## config.mk

```make
export PLATFORM = sky130hd
export DESIGN_NAME = rprt_queue
export DESIGN_NICKNAME = d
export VERILOG_FILES = /design/src/hw/rtl/rprt_queue.sv
export SDC_FILE = /design/constraint.sdc
export NUM_CORES = 1
export LEC_CHECK = 0
export BUFFER_PORTS_ARGS = -buffer_cell sky130_fd_sc_hd__buf_2
export CAP_MARGIN = 15
export CORE_MARGIN = 2
export CORE_UTILIZATION = 49
export CTS_CLUSTER_SIZE = 12
export DETAILED_ROUTE_END_ITERATION = 10
export GPL_TIMING_DRIVEN = 0
export PLACE_DENSITY_LB_ADDON = 0.08
export SYNTH_ARGS = -nofsm -noshare
export SYNTH_HDL_FRONTEND = slang
export SYNTH_SLANG_ARGS = --single-unit
```

## constraint.sdc

```tcl
create_clock -name aclk -period 2.05 [get_ports aclk]
set_input_delay 0.3075 -clock aclk [delete_from_list [all_inputs] [get_ports aclk]]
set_output_delay 0.3075 -clock aclk [all_outputs]
set_load 0.03 [all_outputs]
```

## src/hw/rtl/rprt_queue.sv

```systemverilog
// two-entry valid/ready queue between the classifier and the range updater
`timescale 1ns / 1ps

module rprt_queue #(
    parameter int W = 8
) (
    input  logic         aclk,
    input  logic         aresetn,
    input  logic         in_valid,
    output logic         in_ready,
    input  logic [W-1:0] in_data,
    output logic         out_valid,
    input  logic         out_ready,
    output logic [W-1:0] out_data
);

    logic [W-1:0] mem_reg [2];
    logic         wr_ptr_reg;
    logic         rd_ptr_reg;
    logic [1:0]   fill_reg;

    logic push;
    logic pop;

    assign in_ready  = (fill_reg != 2'd2);
    assign out_valid = (fill_reg != 2'd0);
    assign out_data  = mem_reg[rd_ptr_reg];
    assign push      = in_valid && in_ready;
    assign pop       = out_valid && out_ready;

    always_ff @(posedge aclk) begin
        if (push) begin
            mem_reg[wr_ptr_reg] <= in_data;
        end
    end

    always_ff @(posedge aclk) begin
        if (!aresetn) begin
            wr_ptr_reg <= 1'b0;
            rd_ptr_reg <= 1'b0;
            fill_reg   <= 2'd0;
        end else begin
            if (push) begin
                wr_ptr_reg <= ~wr_ptr_reg;
            end
            if (pop) begin
                rd_ptr_reg <= ~rd_ptr_reg;
            end
            if (push && !pop) begin
                fill_reg <= fill_reg + 2'd1;
            end else if (pop && !push) begin
                fill_reg <= fill_reg - 2'd1;
            end
        end
    end

endmodule

```

==> flow_summary.ini, run 1 <==
[yosys]
synth_area_per_cell_um2 = 16.19
yosys.area.top_type = edfxtp_1
ys_seq_area_share_pct = 71.72
synth_top_cells_by_area = edfxtp_1, dfxtp_1, mux2_2
synth_top_area_share_pct = 59.35
netlist_area_um2 = 809.5
synth_cell_types = 17
postSynthCellCount = 50
ys_ff_latch = 21
synth_warnings = 0
syn_nets = 63

[place]
routabilityCongestion = 0.7029
numPlacedInstances = 87
dp_hpwl_um = 816.1
port_buffers = 21

[global_route]
grt_pass1_vias = 435
antenna_found_initial = 0
grt-ovfl-total = 0
groute.usage.overall_pct = 12.65
grt_pass1_wl_um = 1780
grt_max_degree = 12

[pwr]
p_leak_uw = 0.0003923
seqPwrFrac_pct = 47.0
powerDensity_mw_per_mm2 = 1277
clock_power_share_pct = 15.1
p_sw_share_pct = 34.90
switchingPower_uw = 428.2
total_power_uw = 1227
power.internal_uw = 798.5
combPwrFrac_pct = 38.0
ir_drop_v = 0.0006893

[floorplan]
dieHeight_um = 44.65
die_width_um = 44.65
start_util_pct = 53.12
die-area_mm2 = 0.001993
ios = 22
rows = 14
design.core.area_mm2 = 0.001524

[critical_path]
slowest_stage = mux2_2
crit_arrival_ns = 1.34
crit_path_max_incr_delay_ns = 0.35
cp_cell_sequence = buf_2, mux2_2, buf_2
endpoint_kind = output pin
cp-start-kind = flop
cpMostUsedCell = buf_2
crit_type = reg2out
r2r_slack_ns = 0.46
cp.required_ns = 1.74
crit_fanout = 8

[clocking]
max-clock-path-buffers = 2
cts_hold_buf = 0
clk_latency_ns = 0.28
cts_post_setup_buffers_inserted = 0
h-tree-depth = 1
cts_resized = 0
cts_tree = built
cts.sink_count = 21
numCtsBuffers = 3
cts_root_buf = clkbuf_4
path_clk_slew_ns = 0.11

[layout]
stdcell_count = 91
num_antenna_cells = 0
final_cell_mix = buf_2, edfxtp_1, mux2_2
drive_above_1_share_pct = 48.00
syn_to_final_growth_pct = 18.70
final_net_count = 89
largest_reg_flops = 16
mostFrequentLayoutCell = buf_2
fin_util_pct = 63.05
fillers = 123

[sta]
drv_slew = 0
min_period_ns = 1.647
worst-slew-pin-transition_ns = 0.3591
finalCritPeriodShare_pct = 80.36
setup_viol = 0
clock-skew-final_ns = 0.002140
relSlewSlack_pct = 76.06
fin_hold_ws_ns = 0.1994
grt_setup_unrepaired = false
setup-tns-final_ns = 0
hold_violations = 0
max_freq_mhz = 607.0

[routing]
drt_iter0_markers = 8
drtPass1Iterations = 4
via_per_inst = 5.088
wirelength_um = 1080
postRouteAntennaNets = 0
drc = 0
vias = 463
wl_per_cell_um = 11.87

[worst_hold_path]
hp-class = in2reg

[flow_run]
maxCapViolations = 0

[status]
outcome = finished, final reports clean
[kinds of logic after synthesis]
| family | synth area share (%) |
|---|---|
| DFF | 71.72 |
| xor gates and xnor gates | 3.246 |
| AOI/OAI and AO/OA | 3.710 |
| muxes | 11.13 |
| and+or+nand+nor | 7.112 |
| buffers and inverters | 1.545 |
| adders and majority gates | 1.545 |
[per-stage QoR]
step | setup slack [ns] | cell area [um2]
finish | 0.4026 | 960.9
global route | 0.3182 | 960.9
CTS | 0.3762 | 960.9
detailed placement | 0.4725 | 934.6
global placement | 0.4977 | 934.6
floorplan | 0.4830 | 809.5
[power by group through the flow]
stage	clock (uW)	sequential [uW]	combinational [uW]
floorplan	0	578	368
global placement	0	584	465
detailed placement	0	587	470
CTS	191	578	471
global route	207	585	510
finish	185	576	466
[worst max-delay path: cells and delay by family (launching register included)]
kind	cells	cell delay, ns
buf+inv	2	0.39
flops	1	0.32
mux	1	0.35
[final cells by class]
cell class                      count  area [um2]  area share, %
Sequential cell                    21       580.6          60.42
Multi-Input combinational cell     26       216.5          22.53
Timing Repair Buffer               21       105.1          10.94
Clock buffer                        4       26.28          2.734
Tap cell                           16       20.02          2.083
Inverter                            2       7.507         0.7812
Buffer                              1       5.005         0.5208
[worst paths after layout]
path | depth (start not counted) | startpoint | endpoint
hold reg to reg | 2 | rd_ptr_reg$_SDFFE_PN0P_ | flop
hold / removal | 1 | in_data[3] | mem_reg[0][3]$_DFFE_PP_
setup / recovery | 3 | flop | out_data[1]
setup reg to reg | 5 | fill_reg[0]$_SDFFE_PN0P_ | fill_reg[1]$_SDFFE_PN0P_
[synthesized netlist by cell type]
| cell type | number |
|---|---|
| a21bo_2 | 1 |
| a21oi_1 | 2 |
| and2_1 | 1 |
| and3_1 | 1 |
| buf_2 | 1 |
| dfxtp_1 | 5 |
| edfxtp_1 | 16 |
| ha_1 | 1 |
| inv_1 | 2 |
| mux2_2 | 8 |
| nand2b_4 | 1 |
| nand3b_1 | 1 |
| nor2_1 | 3 |
| o21ai_0 | 2 |
| or2_2 | 1 |
| or3_1 | 1 |
| xor2_1 | 3 |
[metal layers]
metal / global-route usage [%] / wire length, um
met4: 1.818 / 0
met5: 0 / 0
met2: 21.45 / 551
met3: 4.898 / 51
met1: 15.59 / 478
Power figures use the tool's default switching activity.
==> run 2: changes to the inputs <==
--- a/config.mk
+++ b/config.mk
@@ -7,8 +7,9 @@
 export LEC_CHECK = 0
 export BUFFER_PORTS_ARGS = -buffer_cell sky130_fd_sc_hd__buf_2
 export CAP_MARGIN = 15
+export CORE_ASPECT_RATIO = 1.4
 export CORE_MARGIN = 2
-export CORE_UTILIZATION = 49
+export CORE_UTILIZATION = 44
 export CTS_CLUSTER_SIZE = 12
 export DETAILED_ROUTE_END_ITERATION = 10
 export GPL_TIMING_DRIVEN = 0
==> constraint.sdc (replaced) <==
create_clock -name aclk -period 1.46 [get_ports aclk]
set_input_delay 0.219 -clock aclk [delete_from_list [all_inputs] [get_ports aclk]]
set_output_delay 0.219 -clock aclk [all_outputs]
set_load 0.03 [all_outputs]
==> flow_summary.ini, run 2 (synthesis gave the netlist of run 1 again) <==
[global_route]
antenna_found_initial = 0
grt_pass1_vias = 470
grt_pass1_wl_um = 1876
grt_max_degree = 13
grt-ovfl-total = 0
groute.usage.overall_pct = 12.77

[layout]
final_net_count = 91
stdcell_count = 97
largest_reg_flops = 16
final_area_mm2 = 0.001097
final_cell_mix = edfxtp_1, buf_2, mux2_4, buf_6
drive_above_1_share_pct = 58.44
mostFrequentLayoutCell = edfxtp_1
syn_to_final_growth_pct = 35.55
num_antenna_cells = 0

[sta]
drv_slew = 0
finalWorstSetupSlack_ns = 0.01317
hold_violations = 0
worst-slew-pin-transition_ns = 0.3571
max_freq_mhz = 691.2
finalCritPeriodShare_pct = 99.10
min_period_ns = 1.447
clock-skew-final_ns = 0.004764
setup_viol = 0
relSlewSlack_pct = 76.19
grt_setup_unrepaired = true

[place]
port_buffers = 21
pre_cts_ws_ns = -0.02022
numPlacedInstances = 91
routabilityCongestion = 0.5677
dp_hpwl_um = 848.5
detailed_place.area_um2 = 955.9

[clocking]
numCtsBuffers = 3
cts_root_buf = clkbuf_4
h-tree-depth = 1
clk_latency_ns = 0.29
cts_tree = built
path_clk_slew_ns = 0.11
cts_hold_buf = 0
max-clock-path-buffers = 2
cts.sink_count = 21

[routing]
drtPass1Iterations = 3
via_per_inst = 4.897
wirelength_um = 1145
drc = 0
drt_iter0_markers = 6
wl_per_cell_um = 11.80
vias = 475
postRouteAntennaNets = 0

[floorplan]
die_width_um = 40.25
rows = 18
dieHeight_um = 54.75
ios = 22
design.core.area_mm2 = 0.001757
die-area_mm2 = 0.002204
start_util_pct = 46.08

[critical_path]
crit_fanout = 5
endpoint_kind = flop
cp.required_ns = 1.68
crit_arrival_ns = 1.67
cp-start-kind = flop
crit_type = reg2reg

[pwr]
powerDensity_mw_per_mm2 = 1807
p_leak_uw = 0.0004566
ir_drop_v = 0.001218

[status]
outcome = finished, final reports clean

[flow_run]
maxCapViolations = 0

[worst_hold_path]
hp-class = in2reg
-- run 2: changes by cell type in the layout (fill, tap and decap cells not counted), moves of 2 or more --
cell / delta
buf_4: +2
dfxtp_1: -3
buf_6: +8
buf_2: -9
mux2_4: +8
dfxtp_2: +2
mux2_2: -8
-- run 2: final timing paths --
check                                         startpoint                        to  slack, ns  depth (start not counted)
worst max-delay path            fill_reg[0]$_SDFFE_PN0P_  fill_reg[1]$_SDFFE_PN0P_       0.01                          6
worst min-delay path                          in_data[7]   mem_reg[1][7]$_DFFE_PP_       0.11                          1
worst max register to register  fill_reg[0]$_SDFFE_PN0P_  fill_reg[1]$_SDFFE_PN0P_       0.01                          6
worst min register to register   rd_ptr_reg$_SDFFE_PN0P_   rd_ptr_reg$_SDFFE_PN0P_       0.52                          2
-- run 2: power breakdown --
group          total (uW)  internal, uW  switching [uW]
clock network         259           102             158
registers             831           771            60.3
logic                 892           450             443
-- run 2: layout make-up --
type | instances | area, um2
Clock inverter | 1 | 5.005
Buffer | 1 | 15.01
Timing Repair Buffer | 23 | 170.2
Sequential cell | 21 | 586.8
Inverter | 2 | 7.507
Tap cell | 20 | 25.02
Multi-Input combinational cell | 26 | 265.3
Fill cell | 134 | 659.4
Clock buffer | 3 | 22.52
-- run 2: what timing repair did --
item	4_1_cts	5_1_grt
resized for setup	22	9
pin swaps	1	0
endpoints found under the setup margin	9	9
setup buffers	2	0
-- run 2: stage by stage --
| step | utilization, % | total power [uW] | hold WS [ns] | setup TNS, ns |
|---|---|---|---|---|
| finish | 62.46 | 1983 | 0.1088 | 0 |
| global route | 62.46 | 2113 | 0.1018 | -0.2160 |
| CTS | 60.54 | 1943 | 0.09847 | -0.1281 |
| detailed placement | 54.42 | 1521 | 0.4121 | -0.02022 |
| global placement | 54.42 | 1513 | 0.4071 | -0.02079 |
| floorplan | - | 1358 | 0.3179 | 0 |
-- run 2: metal layers --
metal | up-vias | share of wire (%) | wire length (um) | GRT usage [%]
met3 | 0 | 5.2 | 60 | 2.439
met4 | 0 | 0 | 0 | 5.000
li1 | 234 | - | - | -
met2 | 15 | 56 | 642 | 22.04
met5 | - | 0 | 0 | 0
met1 | 226 | 39 | 441 | 15.16
-- run 2: critical path, cell delays in order (launching register included) --
cell and delay, ns:
dfxtp_4 0.38, nand2b_4 0.14, and2_4 0.16, ha_4 0.15, xor2_1 0.14, or3_1 0.31
a21oi_1 0.12
